==> src/sv/tup_pkg.sv <==
// ----------------------------------------------------------------------------
// tup_pkg: shared types and constants for the text to unsigned parser
// Character codes, item layouts, result status codes and the digit decoder.
// ----------------------------------------------------------------------------
package tup_pkg;

	// default sizing
	localparam int DEF_WIDTH     = 32;
	localparam int DEF_MAX_CHARS = 65536;

	// fixed field widths
	localparam int CHAR_W   = 8;
	localparam int RADIX_W  = 6;
	localparam int VALUE_W  = 32;
	localparam int OFFSET_W = 16;

	// digit value that marks a byte that is not a digit
	localparam logic [RADIX_W-1:0] NO_DIGIT = RADIX_W'(36);

	// bases used by prefix detection and the valid radix range
	localparam logic [RADIX_W-1:0] BASE_OCT = RADIX_W'(8);
	localparam logic [RADIX_W-1:0] BASE_DEC = RADIX_W'(10);
	localparam logic [RADIX_W-1:0] BASE_HEX = RADIX_W'(16);
	localparam logic [RADIX_W-1:0] BASE_MIN = RADIX_W'(2);
	localparam logic [RADIX_W-1:0] BASE_MAX = RADIX_W'(36);

	// character codes
	localparam logic [CHAR_W-1:0] CH_0     = 8'h30;
	localparam logic [CHAR_W-1:0] CH_9     = 8'h39;
	localparam logic [CHAR_W-1:0] CH_LO_A  = 8'h61;
	localparam logic [CHAR_W-1:0] CH_LO_Z  = 8'h7a;
	localparam logic [CHAR_W-1:0] CH_UP_A  = 8'h41;
	localparam logic [CHAR_W-1:0] CH_UP_Z  = 8'h5a;
	localparam logic [CHAR_W-1:0] CH_LO_X  = 8'h78;
	localparam logic [CHAR_W-1:0] CH_UP_X  = 8'h58;
	localparam logic [CHAR_W-1:0] CH_MINUS = 8'h2d;
	localparam logic [CHAR_W-1:0] CH_PLUS  = 8'h2b;
	localparam logic [CHAR_W-1:0] CH_SPACE = 8'h20;
	localparam logic [CHAR_W-1:0] CH_TAB   = 8'h09;
	localparam logic [CHAR_W-1:0] CH_CR    = 8'h0d;

	// result status codes
	typedef enum logic [1:0] {
		ST_OK        = 2'd0,
		ST_NO_DIGITS = 2'd1,
		ST_OVERFLOW  = 2'd2
	} status_t;

	typedef logic [RADIX_W-1:0] radix_t;

	// one input byte
	typedef struct packed {
		logic [CHAR_W-1:0] character;
		logic              last;
	} char_item_t;

	// one conversion result
	typedef struct packed {
		logic [VALUE_W-1:0]  value;
		logic [OFFSET_W-1:0] end_offset;
		status_t             status;
	} result_item_t;

	// digit value of a byte, NO_DIGIT when it is not 0-9, a-z or A-Z
	function automatic logic [RADIX_W-1:0] char_digit(input logic [CHAR_W-1:0] c);
		logic [CHAR_W-1:0] d;
		begin
			d = CHAR_W'(NO_DIGIT);
			if (c >= CH_0 && c <= CH_9)
				d = c - CH_0;
			else if (c >= CH_LO_A && c <= CH_LO_Z)
				d = c - CH_LO_A + 8'd10;
			else if (c >= CH_UP_A && c <= CH_UP_Z)
				d = c - CH_UP_A + 8'd10;
			return d[RADIX_W-1:0];
		end
	endfunction

endpackage

==> src/sv/tup_chan_if.sv <==
// ----------------------------------------------------------------------------
// tup_chan_if: valid/ready channel
// Carries one payload per transfer; the payload type is set per instance.
// ----------------------------------------------------------------------------
interface tup_chan_if #(
	parameter type payload_t = logic
);
	logic     valid;
	logic     ready;
	payload_t data;

	modport source (output valid, output data, input ready);
	modport sink   (input valid, input data, output ready);
endinterface

==> src/sv/text_to_unsigned_parser.sv <==
// ----------------------------------------------------------------------------
// text_to_unsigned_parser: streaming string to unsigned integer converter
// Takes one byte per transfer, skips whitespace, takes a sign and a base
// prefix, accumulates digits and reports value, end offset and status on
// the byte marked last.
//
//  channel  dir  payload                            transfer when
//  chars    in   tup_pkg::char_item_t               chars.valid & chars.ready
//  result   out  tup_pkg::result_item_t             result.valid & result.ready
//  cfg      in   tup_pkg::radix_t (radix register)  cfg.valid & cfg.ready
//
// One byte per cycle while no stalled result holds back a last byte; a result
// passes from the input register into the result register.
// The per-byte path is the accumulator times the base (WIDTH x 6 multiply)
// plus the digit, with overflow taken from the high bits of that sum.
// A stalled result holds the result register; further bytes are still
// taken until a second last byte reaches the input register.
// Reset clears all string state and sets the radix register to zero.
// ----------------------------------------------------------------------------
module text_to_unsigned_parser #(
	parameter int WIDTH     = tup_pkg::DEF_WIDTH,
	parameter int MAX_CHARS = tup_pkg::DEF_MAX_CHARS
) (
	input  logic              clk,
	input  logic              arst_n,
	tup_chan_if.sink          chars,
	tup_chan_if.source        result,
	tup_chan_if.sink          cfg
);
	import tup_pkg::*;

	localparam int POS_W = $clog2(MAX_CHARS);
	localparam int PROD_W = WIDTH + RADIX_W;
	localparam logic [POS_W-1:0] POS_MAX = POS_W'(MAX_CHARS - 1);

	typedef enum logic [5:0] {
		PH_SPACE   = 6'b000001,
		PH_SIGNED  = 6'b000010,
		PH_ZERO    = 6'b000100,
		PH_AFTER_X = 6'b001000,
		PH_DIGITS  = 6'b010000,
		PH_DONE    = 6'b100000
	} phase_t;

	// input register
	logic              valid_s1;
	logic [CHAR_W-1:0] char_s1;
	logic              last_s1;
	logic              adv;

	// string state
	phase_t             phase_q, phase_d;
	logic [WIDTH-1:0]   acc_q, acc_d;
	logic               ovf_q, ovf_d;
	logic               neg_q, neg_d;
	radix_t             base_q, base_d;
	logic [POS_W-1:0]   pos_q, pos_inc;
	logic [POS_W-1:0]   pend_q, pend_d;
	radix_t             radix_q;

	// result register
	logic               res_valid_q;
	result_item_t       res_q;
	result_item_t       res_d;

	// per-byte datapath
	radix_t             base_cur;
	radix_t             dig_base;
	radix_t             dv;
	logic               take_first;
	logic               try_digit;
	logic               digit_ok;
	logic               is_space;
	logic [PROD_W-1:0]  prod;
	logic [WIDTH-1:0]   val_w;
	logic [WIDTH+VALUE_W-1:0]  val_ext;
	logic [POS_W+OFFSET_W-1:0] off_ext;

	// handshakes
	assign adv         = valid_s1 && (!last_s1 || !res_valid_q || result.ready);
	assign chars.ready = !valid_s1 || adv;
	assign cfg.ready   = 1'b1;
	assign result.valid = res_valid_q;
	assign result.data  = res_q;

	// radix register
	always_ff @(posedge clk or negedge arst_n) begin
		if (!arst_n) begin
			radix_q <= '0;
		end else if (cfg.valid) begin
			radix_q <= cfg.data;
		end
	end

	// input register
	always_ff @(posedge clk or negedge arst_n) begin
		if (!arst_n) begin
			valid_s1 <= 1'b0;
		end else if (chars.ready) begin
			valid_s1 <= chars.valid;
		end
	end

	always_ff @(posedge clk) begin
		if (chars.ready && chars.valid) begin
			char_s1 <= chars.data.character;
			last_s1 <= chars.data.last;
		end
	end

	// position and latched base
	assign base_cur = (pos_q == '0) ? radix_q : base_q;
	assign pos_inc  = (pos_q < POS_MAX) ? pos_q + 1'b1 : pos_q;
	assign dv       = char_digit(char_s1);

	// next string state for the byte in the input register
	always_comb begin
		phase_d    = phase_q;
		acc_d      = acc_q;
		ovf_d      = ovf_q;
		neg_d      = neg_q;
		base_d     = base_cur;
		pend_d     = pend_q;
		dig_base   = base_cur;
		take_first = 1'b0;
		try_digit  = 1'b0;
		is_space   = (char_s1 == CH_SPACE) || (char_s1 inside {[CH_TAB:CH_CR]});

		case (phase_q)
			PH_SPACE: begin
				if (is_space) begin
					phase_d = PH_SPACE;
				end else if (char_s1 == CH_MINUS) begin
					neg_d   = 1'b1;
					phase_d = PH_SIGNED;
				end else if (char_s1 == CH_PLUS) begin
					phase_d = PH_SIGNED;
				end else begin
					take_first = 1'b1;
				end
			end
			PH_SIGNED: begin
				take_first = 1'b1;
			end
			PH_ZERO: begin
				if (char_s1 == CH_LO_X || char_s1 == CH_UP_X) begin
					base_d  = BASE_HEX;
					phase_d = PH_AFTER_X;
				end else begin
					dig_base  = (base_cur == '0) ? BASE_OCT : base_cur;
					try_digit = 1'b1;
				end
			end
			PH_AFTER_X, PH_DIGITS: begin
				try_digit = 1'b1;
			end
			default: begin
				phase_d = phase_q;
			end
		endcase

		// first significant byte: zero prefix or first digit
		if (take_first) begin
			if ((base_cur == '0 || base_cur == BASE_HEX) && char_s1 == CH_0) begin
				pend_d  = pos_inc;
				phase_d = PH_ZERO;
			end else begin
				dig_base  = (base_cur == '0) ? BASE_DEC : base_cur;
				try_digit = 1'b1;
			end
		end

		// multiply-accumulate with overflow from the high bits
		prod     = ({{RADIX_W{1'b0}}, acc_q} * PROD_W'(dig_base)) + PROD_W'(dv);
		digit_ok = (dig_base >= BASE_MIN) && (dig_base <= BASE_MAX) && (dv < dig_base);

		if (try_digit) begin
			base_d = dig_base;
			if (digit_ok) begin
				acc_d   = prod[WIDTH-1:0];
				ovf_d   = ovf_q || (prod[PROD_W-1:WIDTH] != '0);
				pend_d  = pos_inc;
				phase_d = PH_DIGITS;
			end else begin
				phase_d = PH_DONE;
			end
		end
	end

	// result for a byte marked last
	always_comb begin
		val_w   = neg_d ? (WIDTH'(0) - acc_d) : acc_d;
		off_ext = {{OFFSET_W{1'b0}}, pend_d};
		if (pend_d == '0) begin
			val_ext = '0;
			res_d.end_offset = '0;
			res_d.status     = ST_NO_DIGITS;
		end else if (ovf_d) begin
			val_ext = {{VALUE_W{1'b0}}, {WIDTH{1'b1}}};
			res_d.end_offset = off_ext[OFFSET_W-1:0];
			res_d.status     = ST_OVERFLOW;
		end else begin
			val_ext = {{VALUE_W{1'b0}}, val_w};
			res_d.end_offset = off_ext[OFFSET_W-1:0];
			res_d.status     = ST_OK;
		end
		res_d.value = val_ext[VALUE_W-1:0];
	end

	// string state registers, cleared after the last byte
	always_ff @(posedge clk or negedge arst_n) begin
		if (!arst_n) begin
			phase_q <= PH_SPACE;
			acc_q   <= '0;
			ovf_q   <= 1'b0;
			neg_q   <= 1'b0;
			base_q  <= '0;
			pos_q   <= '0;
			pend_q  <= '0;
		end else if (adv) begin
			if (last_s1) begin
				phase_q <= PH_SPACE;
				acc_q   <= '0;
				ovf_q   <= 1'b0;
				neg_q   <= 1'b0;
				base_q  <= '0;
				pos_q   <= '0;
				pend_q  <= '0;
			end else begin
				phase_q <= phase_d;
				acc_q   <= acc_d;
				ovf_q   <= ovf_d;
				neg_q   <= neg_d;
				base_q  <= base_d;
				pos_q   <= pos_inc;
				pend_q  <= pend_d;
			end
		end
	end

	// result register
	always_ff @(posedge clk or negedge arst_n) begin
		if (!arst_n) begin
			res_valid_q <= 1'b0;
		end else if (adv && last_s1) begin
			res_valid_q <= 1'b1;
		end else if (result.ready) begin
			res_valid_q <= 1'b0;
		end
	end

	always_ff @(posedge clk) begin
		if (adv && last_s1) begin
			res_q <= res_d;
		end
	end

	// a new result only follows a last byte leaving the input register
	assert property (@(posedge clk) disable iff (!arst_n)
		$rose(res_valid_q) |-> $past(adv && last_s1))
		else $error("result appeared without a last byte");

	// a stalled byte in the input register is kept
	assert property (@(posedge clk) disable iff (!arst_n)
		(valid_s1 && !adv) |=> (valid_s1 && $stable(char_s1) && $stable(last_s1)))
		else $error("stalled input byte lost");

	// string state starts over after a last byte
	assert property (@(posedge clk) disable iff (!arst_n)
		(adv && last_s1) |=> (pos_q == '0 && pend_q == '0 && !ovf_q))
		else $error("string state not cleared after last byte");

	// overflow can only be flagged once a digit was taken
	assert property (@(posedge clk) disable iff (!arst_n)
		ovf_q |-> (pend_q != '0))
		else $error("overflow without parsed digits");

endmodule

==> src/flat_wrapper.sv <==
// flat-port wrapper written by rule: the top's interface ports become plain ports
module text_to_unsigned_parser_flat import tup_pkg::*;
#(
	parameter int WIDTH     = tup_pkg::DEF_WIDTH,
	parameter int MAX_CHARS = tup_pkg::DEF_MAX_CHARS
)
  (clk, arst_n, chars_valid, chars_data, chars_ready, result_valid, result_data, result_ready, cfg_valid, cfg_data, cfg_ready);
  tup_chan_if #(.payload_t(char_item_t)) chars_i ();
  tup_chan_if #(.payload_t(result_item_t)) result_i ();
  tup_chan_if #(.payload_t(radix_t)) cfg_i ();
  input  logic clk;
  input  logic arst_n;
  input wire logic [$bits(chars_i.valid)-1:0] chars_valid;
  input wire logic [$bits(chars_i.data)-1:0] chars_data;
  output wire logic [$bits(chars_i.ready)-1:0] chars_ready;
  output wire logic [$bits(result_i.valid)-1:0] result_valid;
  output wire logic [$bits(result_i.data)-1:0] result_data;
  input wire logic [$bits(result_i.ready)-1:0] result_ready;
  input wire logic [$bits(cfg_i.valid)-1:0] cfg_valid;
  input wire logic [$bits(cfg_i.data)-1:0] cfg_data;
  output wire logic [$bits(cfg_i.ready)-1:0] cfg_ready;
  assign chars_i.valid = chars_valid;
  assign chars_i.data = chars_data;
  assign chars_ready = chars_i.ready;
  assign result_valid = result_i.valid;
  assign result_data = result_i.data;
  assign result_i.ready = result_ready;
  assign cfg_i.valid = cfg_valid;
  assign cfg_i.data = cfg_data;
  assign cfg_ready = cfg_i.ready;
  text_to_unsigned_parser #(.WIDTH(WIDTH), .MAX_CHARS(MAX_CHARS)) u_core (.clk(clk), .arst_n(arst_n), .chars(chars_i), .result(result_i), .cfg(cfg_i));
endmodule
==> config.mk <==
export PLATFORM = sky130hd
export DESIGN_NAME = text_to_unsigned_parser_flat
export DESIGN_NICKNAME = d
export VERILOG_FILES = /design/src/sv/tup_pkg.sv /design/src/sv/tup_chan_if.sv /design/src/sv/text_to_unsigned_parser.sv /design/src/flat_wrapper.sv
export SDC_FILE = /design/constraint.sdc
export NUM_CORES = 1
export LEC_CHECK = 0
export ABC_AREA = 1
export BUFFER_PORTS_ARGS = -buffer_cell sky130_fd_sc_hd__buf_2
export CELL_PAD_IN_SITES_DETAIL_PLACEMENT = 0
export CELL_PAD_IN_SITES_GLOBAL_PLACEMENT = 2
export CORE_MARGIN = 10
export CORE_UTILIZATION = 30
export DETAILED_ROUTE_END_ITERATION = 8
export GPL_ROUTABILITY_DRIVEN = 0
export PLACE_DENSITY = 0.75
export SETUP_SLACK_MARGIN = 0.02
export SLEW_MARGIN = 5
export SYNTH_ARGS = -nofsm -noshare
export SYNTH_HDL_FRONTEND = slang
export SYNTH_SLANG_ARGS = --single-unit
==> constraint.sdc <==
create_clock -name clk -period 9.5 [get_ports clk]
set_clock_uncertainty 0.05 [all_clocks]
set_input_delay 0.95 -clock clk [delete_from_list [all_inputs] [get_ports clk]]
set_output_delay 0.95 -clock clk [all_outputs]
set_load 0.05 [all_outputs]
==> results.cfg <==
[outcome]
status = finished clean

[finish]
final_nets = 2136
antenna_cells = 0
layout_commonest_cell = nand2_1
drive_gt1_frac = 0.0976
nFillCells = 5096
postLayoutCoreUtil = 0.336
synthToLayoutAreaGrowth_pct = 10.7
layout_common_cells = nand2_1, nor2_1, inv_1, fa_1, ha_1

[clocking]
clkTransAtPathRegs_ps = 70
clock_latency_ps = 460
htree_levels = 4
holdBufCountCts = 0
cts-buffers-inserted = 17
tritoncts = done
cts_resized = 0
cts_setup_buffers = 0
cts-root-buf = clkbuf_16
clock-sinks = 145
clock_path_buffers = 2

[detailed_routing]
drc = 0
drtIter0Drc = 767
ant_nets = 0
drtPass1Iterations = 7
postRouteWirelength_um = 45000
dr_total_vias = 12430
wl_per_cell_um = 17.9
vias_per_cell = 4.93

[sta]
maxSlewViolCount = 0
slew_headroom = 0.261
fmax_mhz = 121
worst-slew-pin-transition_ps = 1110
tns_ps = 0
hold_viol = 0
period_share = 0.867
rsz0062_at_grt = false
report.final.setup_viol = 0
fin_crit_ps = 8240

[yosys]
ys.flop_type = dfrtp_1
syn_nets = 2083
syn_area_um2 = 14500
yosys_register_bits = 145
synth_top_area_share = 0.171
ys.warnings.count = 0
synth_top_area_cell = fa_1
synth_area_leaders = fa_1, dfrtp_1, edfxtp_1, nand2_1, ha_1
synthCells = 1839
yosysSeqAreaShare = 0.271
avgSynthCellArea_um2 = 7.89
async_flop_share = 0.593
synth_cell_type_count = 56
synth_edf_count = 59

[critical_path]
crit_top_cell = inv_1
r2r_end = u_core.result.data[43]$_SDFFCE_PN0P_
critPathRequiredTime_ps = 9650
critPathCapture = u_core.result.data[43]$_SDFFCE_PN0P_
critPathMaxFanout = 23
worst-setup-path-type = reg -> reg
cp_data_arrival_time_ps = 8390
cp-start-kind = flip-flop
crit_start = u_core.pos_q[0]$_DFFE_PN0P_
cpMaxStageDelayCell = inv_1
critPathCaptureType = flip-flop
slowest_delay_ps = 590
reg2reg_slack_ps = 1260
reg2regPathDepth = 42
reg2reg_from = u_core.pos_q[0]$_DFFE_PN0P_

[global_route]
antenna_found_initial = 0
grt_usage = 0.160
grt_pass1_vias = 13200
grt_pass1_wl_um = 72300
grt_use_met3 = 0.0283
use_met2 = 0.277
grt-ovfl-total = 0
grt-busiest-layer = met2
grt_use_met1 = 0.201
grt_max_degree = 53

[floorplan]
io_pins = 73
row_count = 80
fp.dieW_um = 240
core_region_area_um2 = 47700
die-area_um2 = 57500
start_util = 0.304
die_h_um = 240

[min_path]
min_path_type = in -> async

[placement]
portBuffers = 71
dp_hpwl_um = 35000

[power_and_ir_drop]
cellLeakagePower_uw = 0.00807
switching_power_uw = 1960
p_seq_frac = 0.239
internal_power_uw = 1780
p_sw_frac = 0.524
p_comb_frac = 0.580
p_per_area_nw_per_um2 = 233
peakVddDrop_mv = 0.115
clkPwrFrac = 0.181

[run]
cap_violations = 0
cell type report:
type	instances	area [µm²]	share of cell area
clock inverter	14	145	0.00904
timing repair buffer	86	470	0.0293
sequential	145	3930	0.244
inverter	252	948	0.0590
clock buffer	18	429	0.0267
multi-input combinational	1390	9380	0.584
tap	615	769	0.0479
power groups by stage:
stage | Combinational [µW] | Clock, µW | Sequential (µW)
floorplan | 1410 | 0 | 1080
CTS | 2180 | 696 | 895
global placement | 2160 | 0 | 907
finish | 2170 | 677 | 895
global route | 2420 | 719 | 910
detailed placement | 2170 | 0 | 907
through the flow:
| stage | total power [µW] | cells | hold slack [ps] | cell area, µm² | worst slack (ps) |
|---|---|---|---|---|---|
| floorplan | 2490 | 1839 | 398 | 14500 | 2450 |
| global placement | 3060 | 2488 | 414 | 15500 | 1360 |
| detailed placement | 3080 | 2488 | 418 | 15500 | 1320 |
| CTS | 3770 | 2520 | 437 | 16100 | 1280 |
| global route | 4050 | 2520 | 457 | 16100 | 552 |
| finish | 3740 | 2520 | 420 | 16100 | 1260 |
synth_stat cells (all sizes together) (4+ instances only):
cell    number
a211oi       4
a21oi       65
a31oi       17
buf         21
clkbuf      31
dfrtp       85
edfxtp      59
fa         124
ha         100
inv        251
nand2      388
nand3       91
nand4       19
nor2       306
nor3        18
o21a        10
o21ai      119
o22ai       40
xnor2       16
xor2        43
worst max-delay path: cells and delay by family, from the launching register on:
| family | cells | cell delay, ps |
|---|---|---|
| flip-flops | 1 | 400 |
| buffers and inverters | 11 | 1430 |
| adder cells (fa/ha/maj) | 6 | 2510 |
| XOR/XNOR | 1 | 90 |
| AO/OA/AOI/OAI | 5 | 1180 |
| AND/OR/NAND/NOR | 19 | 2290 |
logic make-up after synthesis:
kind of cell / after synthesis / share of synthesized area
adders and majority gates: 224 / 0.257
and+or+nand+nor: 830 / 0.244
buffers and inverters: 304 / 0.0830
other: 1 / 0.000259
xor gates and xnor gates: 59 / 0.0356
DFF: 145 / 0.271
AOI/OAI and AO/OA: 274 / 0.107
muxes: 2 / 0.00155
flip-flops by register name (all words and copies together) (netlist names):
register	count
u_core.base_q	6
u_core.last_s1	1
u_core.phase_q	6
u_core.pend_q	16
u_core.char_s1	8
u_core.radix_q	6
u_core.ovf_q	1
u_core.neg_q	1
u_core.result.valid	1
u_core.result.data	50
u_core.valid_s1	1
u_core.acc_q	32
u_core.pos_q	16
worst min-delay path by stage:
stage	end	slack (ps)
global route	u_core.pos_q[12]$_DFFE_PN0P_	460
floorplan	u_core.pend_q[12]$_DFFE_PN0P_	400
detailed placement	u_core.pend_q[12]$_DFFE_PN0P_	420
global placement	u_core.pend_q[12]$_DFFE_PN0P_	410
CTS	u_core.pend_q[12]$_DFFE_PN0P_	440
finish	u_core.pos_q[12]$_DFFE_PN0P_	420
routing by layer:
metal  vias up  wire length (µm)
met5         -                 0
met4         0               692
met3        49              2080
met1      6058             20300
met2       270             21900
li1       6053                 -
Note: power is estimated with default switching activity, not from simulation.
